`config.mk`:
```
export PLATFORM = sky130hd
export DESIGN_NAME = byte_ring_fifo_overwrite_unit
export DESIGN_NICKNAME = d
export VERILOG_FILES = /design/src/bfo_pkg.sv /design/src/bfo_ctrl.sv /design/src/bfo_datapath.sv /design/src/byte_ring_fifo_overwrite_unit.sv
export SDC_FILE = /design/constraint.sdc
export NUM_CORES = 2
export LEC_CHECK = 0
export BUFFER_PORTS_ARGS = -buffer_cell sky130_fd_sc_hd__buf_2
export CORE_MARGIN = 8
export CORE_UTILIZATION = 25
export DETAILED_ROUTE_END_ITERATION = 8
export MAX_ROUTING_LAYER = met4
export PLACE_DENSITY = 0.39
export SLEW_MARGIN = 5
export SYNTH_ARGS = -nofsm -noshare
export SYNTH_HDL_FRONTEND = slang
export SYNTH_HIERARCHICAL = 1
export SYNTH_SLANG_ARGS = --single-unit
```
`constraint.sdc`:
```
create_clock -name clock -period 12.1 [get_ports clock]
set_input_delay 1.815 -clock clock [delete_from_list [all_inputs] [get_ports clock]]
set_output_delay 1.815 -clock clock [all_outputs]
set_load 0.05 [all_outputs]
```
`src/bfo_pkg.sv`:
```
// Shared constants, codes, state and control types, and the ring index and
// capacity clamp helpers for the byte ring FIFO. Depends on nothing.
`default_nettype none

package bfo_pkg;

   localparam int DEPTH  = 256;
   localparam int ADDR_W = $clog2(DEPTH);
   localparam int CNT_W  = $clog2(DEPTH + 1);

   localparam logic [1:0] KIND_PUT   = 2'd0;
   localparam logic [1:0] KIND_GET   = 2'd1;
   localparam logic [1:0] KIND_CLEAR = 2'd2;

   localparam logic [1:0] STATUS_OK       = 2'd0;
   localparam logic [1:0] STATUS_REJECTED = 2'd1;
   localparam logic [1:0] STATUS_EMPTY    = 2'd2;

   typedef enum logic {
      ST_IDLE,
      ST_EXEC
   } state_type;

   typedef struct packed {
      logic accept;
      logic commit;
   } cmd_type;

   typedef struct packed {
      logic out_busy;
   } stat_type;

   function automatic logic [ADDR_W-1:0] ring_next(input logic [ADDR_W-1:0] idx,
                                                   input logic [CNT_W-1:0]  cap);
      logic [CNT_W-1:0] n;
      n = CNT_W'(idx) + CNT_W'(1);
      return (n >= cap) ? '0 : n[ADDR_W-1:0];
   endfunction

   function automatic logic [CNT_W-1:0] clamp_capacity(input logic [CNT_W-1:0] value);
      logic [CNT_W-1:0] c;
      c = value;
      if (c == '0)
         c = CNT_W'(1);
      if (c > CNT_W'(DEPTH))
         c = CNT_W'(DEPTH);
      return c;
   endfunction

endpackage

`default_nettype wire

```
`src/bfo_ctrl.sv`:
```
// Controller for the byte ring FIFO: takes an item, then commits it
// once the result register is free. Depends on bfo_pkg.
`default_nettype none

module bfo_ctrl (
   input  wire logic              clock,
   input  wire logic              reset,
   input  wire logic              req_valid,
   output logic                   req_ready,
   input  wire bfo_pkg::stat_type stat,
   output bfo_pkg::cmd_type       cmd
);

   bfo_pkg::state_type state_ff, state_in;

   always_ff @(posedge clock) begin
      if (reset)
         state_ff <= bfo_pkg::ST_IDLE;
      else
         state_ff <= state_in;
   end

   always_comb begin
      state_in = state_ff;
      unique case (state_ff)
         bfo_pkg::ST_IDLE: begin
            if (req_valid)
               state_in = bfo_pkg::ST_EXEC;
         end
         bfo_pkg::ST_EXEC: begin
            // hold until the previous result has been taken
            if (!stat.out_busy)
               state_in = bfo_pkg::ST_IDLE;
         end
         default: state_in = bfo_pkg::ST_IDLE;
      endcase
   end

   always_comb begin
      req_ready  = 1'b0;
      cmd.accept = 1'b0;
      cmd.commit = 1'b0;
      unique case (state_ff)
         bfo_pkg::ST_IDLE: begin
            req_ready  = 1'b1;
            cmd.accept = req_valid;
         end
         bfo_pkg::ST_EXEC: begin
            cmd.commit = !stat.out_busy;
         end
         default: ;
      endcase
   end

endmodule

`default_nettype wire

```
`src/bfo_datapath.sv`:
```
// Datapath for the byte ring FIFO: slot memory, ring indices, fill count,
// capacity register and result register. Depends on bfo_pkg.
`default_nettype none

module bfo_datapath (
   input  wire logic                       clock,
   input  wire logic                       reset,
   input  wire bfo_pkg::cmd_type           cmd,
   output bfo_pkg::stat_type               stat,
   input  wire logic [1:0]                 req_kind,
   input  wire logic [7:0]                 req_data_in,
   input  wire logic                       req_overwrite,
   output logic                            rsp_valid,
   input  wire logic                       rsp_ready,
   output logic [7:0]                      rsp_data_out,
   output logic [1:0]                      rsp_status,
   output logic                            rsp_dropped_oldest,
   output logic [bfo_pkg::CNT_W-1:0]       rsp_fill_count,
   output logic                            rsp_is_full,
   output logic                            rsp_is_empty,
   input  wire logic                       csr_valid,
   output logic                            csr_ready,
   input  wire logic [bfo_pkg::CNT_W-1:0]  csr_capacity
);

   logic [7:0] slots [bfo_pkg::DEPTH];

   logic [bfo_pkg::ADDR_W-1:0] write_index_ff, write_index_in;
   logic [bfo_pkg::ADDR_W-1:0] read_index_ff, read_index_in;
   logic [bfo_pkg::CNT_W-1:0]  held_count_ff, held_count_in;
   logic [bfo_pkg::CNT_W-1:0]  cap_ff;

   logic [1:0] kind_ff;
   logic [7:0] data_ff;
   logic       ovw_ff;
   logic [7:0] rd_data_ff;

   logic       rsp_valid_ff;
   logic [7:0] data_out_ff, data_out_in;
   logic [1:0] status_ff, status_in;
   logic       dropped_ff, dropped_in;
   logic [bfo_pkg::CNT_W-1:0] fill_ff;
   logic       full_ff;
   logic       empty_ff;
   logic       mem_we;

   assign csr_ready     = 1'b1;
   assign stat.out_busy = rsp_valid_ff && !rsp_ready;

   // capture the item and read the oldest byte in the same cycle
   always_ff @(posedge clock) begin
      if (cmd.accept) begin
         kind_ff    <= req_kind;
         data_ff    <= req_data_in;
         ovw_ff     <= req_overwrite;
         rd_data_ff <= slots[read_index_ff];
      end
   end

   always_ff @(posedge clock) begin
      if (mem_we)
         slots[write_index_ff] <= data_ff;
   end

   always_comb begin
      write_index_in = write_index_ff;
      read_index_in  = read_index_ff;
      held_count_in  = held_count_ff;
      data_out_in    = 8'd0;
      status_in      = bfo_pkg::STATUS_OK;
      dropped_in     = 1'b0;
      mem_we         = 1'b0;
      case (kind_ff)
         bfo_pkg::KIND_PUT: begin
            if (held_count_ff < cap_ff) begin
               mem_we         = cmd.commit;
               write_index_in = bfo_pkg::ring_next(write_index_ff, cap_ff);
               held_count_in  = held_count_ff + bfo_pkg::CNT_W'(1);
            end else if (ovw_ff) begin
               // drop the oldest byte
               mem_we         = cmd.commit;
               write_index_in = bfo_pkg::ring_next(write_index_ff, cap_ff);
               read_index_in  = bfo_pkg::ring_next(read_index_ff, cap_ff);
               held_count_in  = cap_ff;
               dropped_in     = 1'b1;
            end else begin
               status_in = bfo_pkg::STATUS_REJECTED;
            end
         end
         bfo_pkg::KIND_GET: begin
            if (held_count_ff == '0) begin
               status_in = bfo_pkg::STATUS_EMPTY;
            end else begin
               data_out_in   = rd_data_ff;
               read_index_in = bfo_pkg::ring_next(read_index_ff, cap_ff);
               held_count_in = held_count_ff - bfo_pkg::CNT_W'(1);
            end
         end
         bfo_pkg::KIND_CLEAR: begin
            write_index_in = '0;
            read_index_in  = '0;
            held_count_in  = '0;
         end
         default: ;
      endcase
   end

   always_ff @(posedge clock) begin
      if (reset) begin
         cap_ff         <= bfo_pkg::CNT_W'(bfo_pkg::DEPTH);
         write_index_ff <= '0;
         read_index_ff  <= '0;
         held_count_ff  <= '0;
      end else if (csr_valid) begin
         cap_ff         <= bfo_pkg::clamp_capacity(csr_capacity);
         write_index_ff <= '0;
         read_index_ff  <= '0;
         held_count_ff  <= '0;
      end else if (cmd.commit) begin
         write_index_ff <= write_index_in;
         read_index_ff  <= read_index_in;
         held_count_ff  <= held_count_in;
      end
   end

   always_ff @(posedge clock) begin
      if (reset)
         rsp_valid_ff <= 1'b0;
      else if (cmd.commit)
         rsp_valid_ff <= 1'b1;
      else if (rsp_ready)
         rsp_valid_ff <= 1'b0;
   end

   always_ff @(posedge clock) begin
      if (cmd.commit) begin
         data_out_ff <= data_out_in;
         status_ff   <= status_in;
         dropped_ff  <= dropped_in;
         fill_ff     <= held_count_in;
         full_ff     <= (held_count_in == cap_ff);
         empty_ff    <= (held_count_in == '0);
      end
   end

   assign rsp_valid          = rsp_valid_ff;
   assign rsp_data_out       = data_out_ff;
   assign rsp_status         = status_ff;
   assign rsp_dropped_oldest = dropped_ff;
   assign rsp_fill_count     = fill_ff;
   assign rsp_is_full        = full_ff;
   assign rsp_is_empty       = empty_ff;

endmodule

`default_nettype wire

```
`src/byte_ring_fifo_overwrite_unit.sv`:
```
// Byte ring FIFO with overwrite: one result per put, get or clear item.
// An item is taken in an accept step that reads the slot memory, then
// committed in a step that updates the ring and the result register; the
// next item waits for that commit, which waits while a result is not taken.
// Reset: synchronous, empties the ring and sets capacity to the full depth;
// slot contents are left as they are.
`default_nettype none

module byte_ring_fifo_overwrite_unit (
   input  wire logic                       clock,
   input  wire logic                       reset,
   input  wire logic                       req_valid,
   output logic                            req_ready,
   input  wire logic [1:0]                 req_kind,
   input  wire logic [7:0]                 req_data_in,
   input  wire logic                       req_overwrite,
   output logic                            rsp_valid,
   input  wire logic                       rsp_ready,
   output logic [7:0]                      rsp_data_out,
   output logic [1:0]                      rsp_status,
   output logic                            rsp_dropped_oldest,
   output logic [bfo_pkg::CNT_W-1:0]       rsp_fill_count,
   output logic                            rsp_is_full,
   output logic                            rsp_is_empty,
   input  wire logic                       csr_valid,
   output logic                            csr_ready,
   input  wire logic [bfo_pkg::CNT_W-1:0]  csr_capacity
);

   bfo_pkg::cmd_type  cmd;
   bfo_pkg::stat_type stat;

   bfo_ctrl u_ctrl (
      .clock     (clock),
      .reset     (reset),
      .req_valid (req_valid),
      .req_ready (req_ready),
      .stat      (stat),
      .cmd       (cmd)
   );

   bfo_datapath u_datapath (
      .clock              (clock),
      .reset              (reset),
      .cmd                (cmd),
      .stat               (stat),
      .req_kind           (req_kind),
      .req_data_in        (req_data_in),
      .req_overwrite      (req_overwrite),
      .rsp_valid          (rsp_valid),
      .rsp_ready          (rsp_ready),
      .rsp_data_out       (rsp_data_out),
      .rsp_status         (rsp_status),
      .rsp_dropped_oldest (rsp_dropped_oldest),
      .rsp_fill_count     (rsp_fill_count),
      .rsp_is_full        (rsp_is_full),
      .rsp_is_empty       (rsp_is_empty),
      .csr_valid          (csr_valid),
      .csr_ready          (csr_ready),
      .csr_capacity       (csr_capacity)
   );

endmodule

`default_nettype wire
```
---- After elaboration in Yosys (flattened, before gate mapping) ----
Memory sizes are Yosys's and may differ from the RTL's. A register that Yosys moved wholly into a read port is not among the register bits.
Cells that the tools add are included.
cells by class
  bitwise logic cells ..................... 3
  add/sub/neg operators ................... 4
  multiplexer cells ....................... 35
  magnitude comparators ................... 4
  equal/unequal tests ..................... 7
  reduce and logical (&&, ||, !) cells .... 15
operator list
  operator             count
  $mux 9               7
  $mux 8               7
  $logic_not 9->1      3
  $pmux 9 s3           1
  $pmux 8 s3           1
  $add 8x1->9 const B  2
  $ge 9x9->1           2
  $pmux 8 s2           1
  $mux 1               14
  $add 9x1->9 const B  1
  $eq 9x9->1           1
  $gt 9x9->1 const B   1
  $lt 9x9->1           1
  $sub 9x1->9 const B  1
  $reduce_or 2->1      3
  $reduce_and 5->1     1
  $mux 2               2
  $ne 2x2->1 const B   2
  $pmux 2 s2           1
  $reduce_bool 2->1    2
  $ne 3x1->1 const B   1
  $not 1->1            3
  $reduce_and 3->1     1
  $reduce_bool 3->1    1
  7 further kinds      8
word-level totals
  bits of input ports ..................... 25
  word-level logic and storage cells ...... 84
  memories ................................ 1
  flip-flop bits (word level) ............. 69
  output and inout port bits .............. 25
  memory bits (writable) .................. 2048
memory list
  name              depth  bits a word  read ports  clocked after memory_dff  write ports  RTL line            text
  u_datapath.slots  256    8            1           1                         1            bfo_datapath.sv:26  logic [7:0] slots [bfo_pkg::DEPTH];

---- Longest topological paths before layout ----
  depth in word-level cells ............... 9
  gate-level depth with buffers ........... 14
  depth with buffers taken out ............ 12

---- Hierarchy ----
Netlist, hierarchy kept.
modules (own cells, without submodules)
  module        seq. area each (um^2)  instances  area an instance (um^2)  cells each
  bfo_datapath  63430.8                1          83241.1                  3724
  bfo_ctrl      20.0                   1          50.0                     6

---- Worst setup path after synthesis ----
Ideal clock, no wire load.
  path type ............................... input-to-reg
  from .................................... input rsp_ready
  to ...................................... memory u_datapath.slots[160][0], enable pin
  required time ........................... 11.730 ns
  arrival time ............................ 4.708 ns
  cell stages on the path ................. 8
  path buffers ............................ 2
  library setup time ...................... 0.370 ns
  setup slack ............................. 7.022 ns
  path through ............................ nor2b_1 nor2_1 clkbuf_1 nand3b_1 nor3b_1 nand2_1 clkbuf_1 nor2_1
RTL lines
  element          RTL line                             text
  start, declared  byte_ring_fifo_overwrite_unit.sv:18  input wire logic rsp_ready,
  end, declared    bfo_datapath.sv:26

---- Worst setup path in the final report ----
  from .................................... register u_datapath/cap_ff[8] (netlist name)
  to ...................................... memory u_datapath.slots[59][7], enable pin
on the way
  longest elaborated chain between the ends .. 5
RTL lines
  element                       RTL line             text
  start, declared               bfo_datapath.sv:31   logic [bfo_pkg::CNT_W-1:0] cap_ff;
  start signal, assigned        bfo_datapath.sv:110  cap_ff <= bfo_pkg::CNT_W'(bfo_pkg::DEPTH);
  start signal, assigned        bfo_datapath.sv:115  cap_ff <= bfo_pkg::clamp_capacity(csr_capacity);
  $lt 9x9->1                    bfo_datapath.sv:75   if (held_count_ff < cap_ff) begin
  $mux 1                        bfo_datapath.sv:75
  $mux 1                        bfo_datapath.sv:73   case (kind_ff)
  $mux 1                        bfo_datapath.sv:61   if (mem_we)
  $mux 1 (not written as such)  bfo_datapath.sv:62   slots[write_index_ff] <= data_ff;
No other way between the ends.

==> implementation parameters <==
Parameter                              Value

Status
  Status ... finished, final reports clean

Detailed routing
  Number of nets with antenna violations after routing ... 0
  DRC ... 0
  First-pass iteration count of the detailed router ... 7
  Initial drt markers ... roughly 3,700
  Post-DR vias/cell ... about 4.6
  Routed wire length ... ~240,000 microns
  Per-cell routed wire length ... 28.3 microns
  Total vias in the final route ... 39,100

Worst setup path
  Critical path arrival ... 5.62 ns
  CP max FO ... 16
  Flop-to-flop setup slack ... slightly below 7 ns
  Crit path max-delay cell type ... nand2_1
  Critical path capture point type ... flop
  Dominant cell type by count on the critical path ... a21oi_1
  Setup Crit Path Kind ... reg2reg
  Critical path cell sequence ... inv_1 > ha_1 > a21oi_1 > o21ai_1 > nor3_2 > a21oi_1 > nand3b_1 > buf_4 > nor3_1 > nand2_1 > nor2_1
  Worst Setup Start Kind ... flop
  Worst EP required ... 12.56 ns
  Highest cell delay on the worst timing path ... 0.88 ns
  Crit path buf inv count ... 2
  Crit-path leading delay family ... simple AND/OR/NAND/NOR gates

Finish
  Layout area overhead ... 16.1%
  Net count of the finished layout ... around 3,900
  Fraction of final layout cells sized beyond drive strength 1 ... 28.9%
  Number of fill cells in the layout ... 32,300
  Area used by multi-input combinational logic ... 18,900 sq um
  Commonest non-fill, non-tap cell in the layout ... edfxtp_1
  Most frequent cells in the layout ... 2,089 x edfxtp_1, 672 x mux4_2, 304 x nor2_1, 241 x clkbuf_16, 62 x nand2_1
  Area taken by flip-flops and latches ... 63,500 sq um

Timing
  Number of max-slew violations in the final report ... 0
  Fmax ... 0.194 GHz
  Post-route fraction of the period consumed by the critical path ... 42.7%
  Minimum period implied by the final worst setup slack ... 5.16 ns
  Finish-stage setup viols ... 0
  Final Hold Violating Endpoints ... 0
  Slew at the pin closest to its max-slew limit ... between 1 and 1.5 ns
  Worst-case setup margin in the final layout ... 6.94 ns
  Max-slew headroom at the worst pin ... a little over a quarter
  Layout Skew ... 0.0709 ns
  Setup TNS after final layout ... 0 ns
  RSZ-0062 raised after global routing ... no

Clock tree
  Hold Buf Count CTS ... 0
  Num Clock Sinks ... 2,125
  Clock Tree Root ... clkbuf_16
  Clock Pin Slew Worst Setup and Hold Paths ... around 0.060 ns
  CTS resizes ... 0
  Worst-skew pair later-pin latency ... 0.89 ns
  Depth of the CTS H-tree ... 4
  Number of post-CTS setup repair buffers ... 0
  TritonCTS clock tree ... done
  Clock Path Buffers ... 4
  Number of clock buffers inserted by TritonCTS ... 241

Die
  Boundary pin count ... 50
  Effective utilization at floorplan ... 25.0%
  Std cell rows ... 212
  Total die area ... around 350,000 sq um
  Die width ... 593 microns
  DIE HEIGHT ... 593 microns
  Core area ... 333,000 sq um

Yosys
  Yosys Warn Count ... 6
  Cell variety after synth ... between 60 and 70
  Number of enable-type register cells in the synthesized netlist ... roughly 2,100
  Async set-reset flop share out of synthesis ... 0%
  Post-Synthesis Cell Area ... approximately 83,000 sq um
  Sequential cell area fraction in the yosys report ... 76.2%
  Gate Count Post-Synth ... 3,730
  Register bit count reported by yosys ... between 2,000 and 2,500
  Mapped Nets ... 3,788
  Main flop type after synthesis ... edfxtp_1
  Mean instance size in the synthesized netlist ... 22.3 sq um

Pwr
  Power per standard cell area ... around 160 nW/um^2
  Worst vdd ir ... 0.122 mV
  Pleak ... 28.2 nW
  Total power after layout ... approximately 16 mW

GRT
  Global-route wire length before repair ... approximately 340,000 microns
  Antenna violations before repair ... 19
  Overall fraction of global-route tracks in use ... 13.7%
  Maximum number of pins on one net before global-route repair ... 153
  Via count of the first global-routing pass ... 40,200
  Overflow left after global routing ... 0

Hold path
  Type of the worst min-delay path ... reg2reg

Placed design
  Count of buffers from port buffering ... 48
  Placer congestion estimate ... a little under 0.8
  HPWL after detailed placement ... 140,000 microns
  Setup slack at placement ... 6.14 ns

Run
  Count of max-cap constraint violations ... 0
## cell type report
cell class                      count  share of cell area (%)
Clock inverter                    145                    1.59
Sequential cell                  2125                    65.7
Antenna cell                        2                 0.00518
Timing Repair Buffer              117                   0.940
Multi-Input combinational cell   1364                    19.6
Inverter                           26                   0.101
Tap cell                         4387                    5.68
Clock buffer                      286                    6.44
## stage by stage
step	cells	util [%]	area [sq um]	hold slack, ns
6_report	8452	29.1	96700	0.542
3_3_place_gp	8019	26.7	88900	0.525
2_1_floorplan	3730	-	83300	0.497
5_1_grt	8451	29.1	96700	0.588
3_5_place_dp	8019	26.7	88900	0.531
4_1_cts	8450	29.1	96700	0.541
## sequential cells by signal (all words and copies together), names as in the netlist
register	flops
u_datapath/slots	2048
u_datapath/cap_ff	9
u_datapath/held_count_ff	9
u_datapath/rsp_fill_count	9
u_datapath/data_ff	8
u_datapath/rd_data_ff	8
u_datapath/read_index_ff	8
u_datapath/rsp_data_out	8
u_datapath/write_index_ff	8
u_datapath/kind_ff	2
u_datapath/rsp_status	2
u_ctrl/state_ff	1
u_datapath/ovw_ff	1
u_datapath/rsp_dropped_oldest	1
u_datapath/rsp_is_empty	1
u_datapath/rsp_is_full	1
u_datapath/rsp_valid	1
## worst paths after layout
check,cells after the start,from,to
min reg2reg,2,u_datapath/write_index_ff[2]$_SDFFE_PP0P_,u_datapath/write_index_ff[2]$_SDFFE_PP0P_
max,11,u_datapath/cap_ff[8]$_SDFFE_PP1P_,u_datapath/slots[59][7]$_DFFE_PP_
max reg2reg,11,u_datapath/cap_ff[8]$_SDFFE_PP1P_,u_datapath/slots[59][7]$_DFFE_PP_
min,2,u_datapath/write_index_ff[2]$_SDFFE_PP0P_,u_datapath/write_index_ff[2]$_SDFFE_PP0P_
## report_power, final
part	internal [mW]	leakage, nW	switching, mW
registers	8.10	19.1	0.0122
logic	0.0731	5.28	0.261
clock network	4.29	3.78	2.96
total	12.5	28.2	3.23
## metal layers
layer | share of wire [%] | GRT usage (%)
met2 | 47 | 21.2
met4 | 2.0 | 2.94
met5 | 0 | -
met1 | 46 | 19.3
met3 | 5.0 | 1.93
## Yosys cell counts, drive strengths merged (4+ instances only)
cell type | n | area [sq um]
edfxtp | 2089 | 62700
mux4 | 672 | 15100
nor2 | 306 | 1150
clkbuf | 133 | 499
buf | 82 | 397
nand2 | 78 | 293
dfxtp | 36 | 721
ha | 33 | 413
a21oi | 27 | 135
inv | 26 | 97.6
a22oi | 22 | 165
and2 | 22 | 138
o21ai | 22 | 110
nor3 | 20 | 110
nand3 | 18 | 90.1
nor2b | 13 | 81.3
xnor2 | 12 | 105
mux2i | 11 | 110
o22ai | 10 | 62.6
a21o | 6 | 45.0
and3 | 6 | 37.5
o21a | 6 | 45.0
a211oi | 5 | 37.5
nand4 | 5 | 31.3
nor4 | 5 | 31.3
o211ai | 5 | 37.5
or2 | 5 | 31.3
a31oi | 4 | 25.0
or4 | 4 | 30.0
## cell families (layout without fill, tap and decap cells)
logic type | after synthesis | in the layout | synth area share (%)
AO/OA/AOI/OAI | 132 | 132 | 1.07
XOR/XNOR | 15 | 15 | 0.158
adder cells (fa/ha/maj) | 33 | 33 | 0.496
buffers and inverters | 241 | 574 | 1.19
flip-flops | 2125 | 2125 | 76.2
multiplexers | 684 | 684 | 18.3
other | 1 | 3 | 0.00450
AND/OR/NAND/NOR | 499 | 499 | 2.59
## tightest hold or removal path, stage by stage, from the launching register on
cell and delay, ns:
dfxtp_1 0.36, nand2_1 0.08, a21oi_1 0.06
No activity file was read; power rests on OpenSTA's default activity.
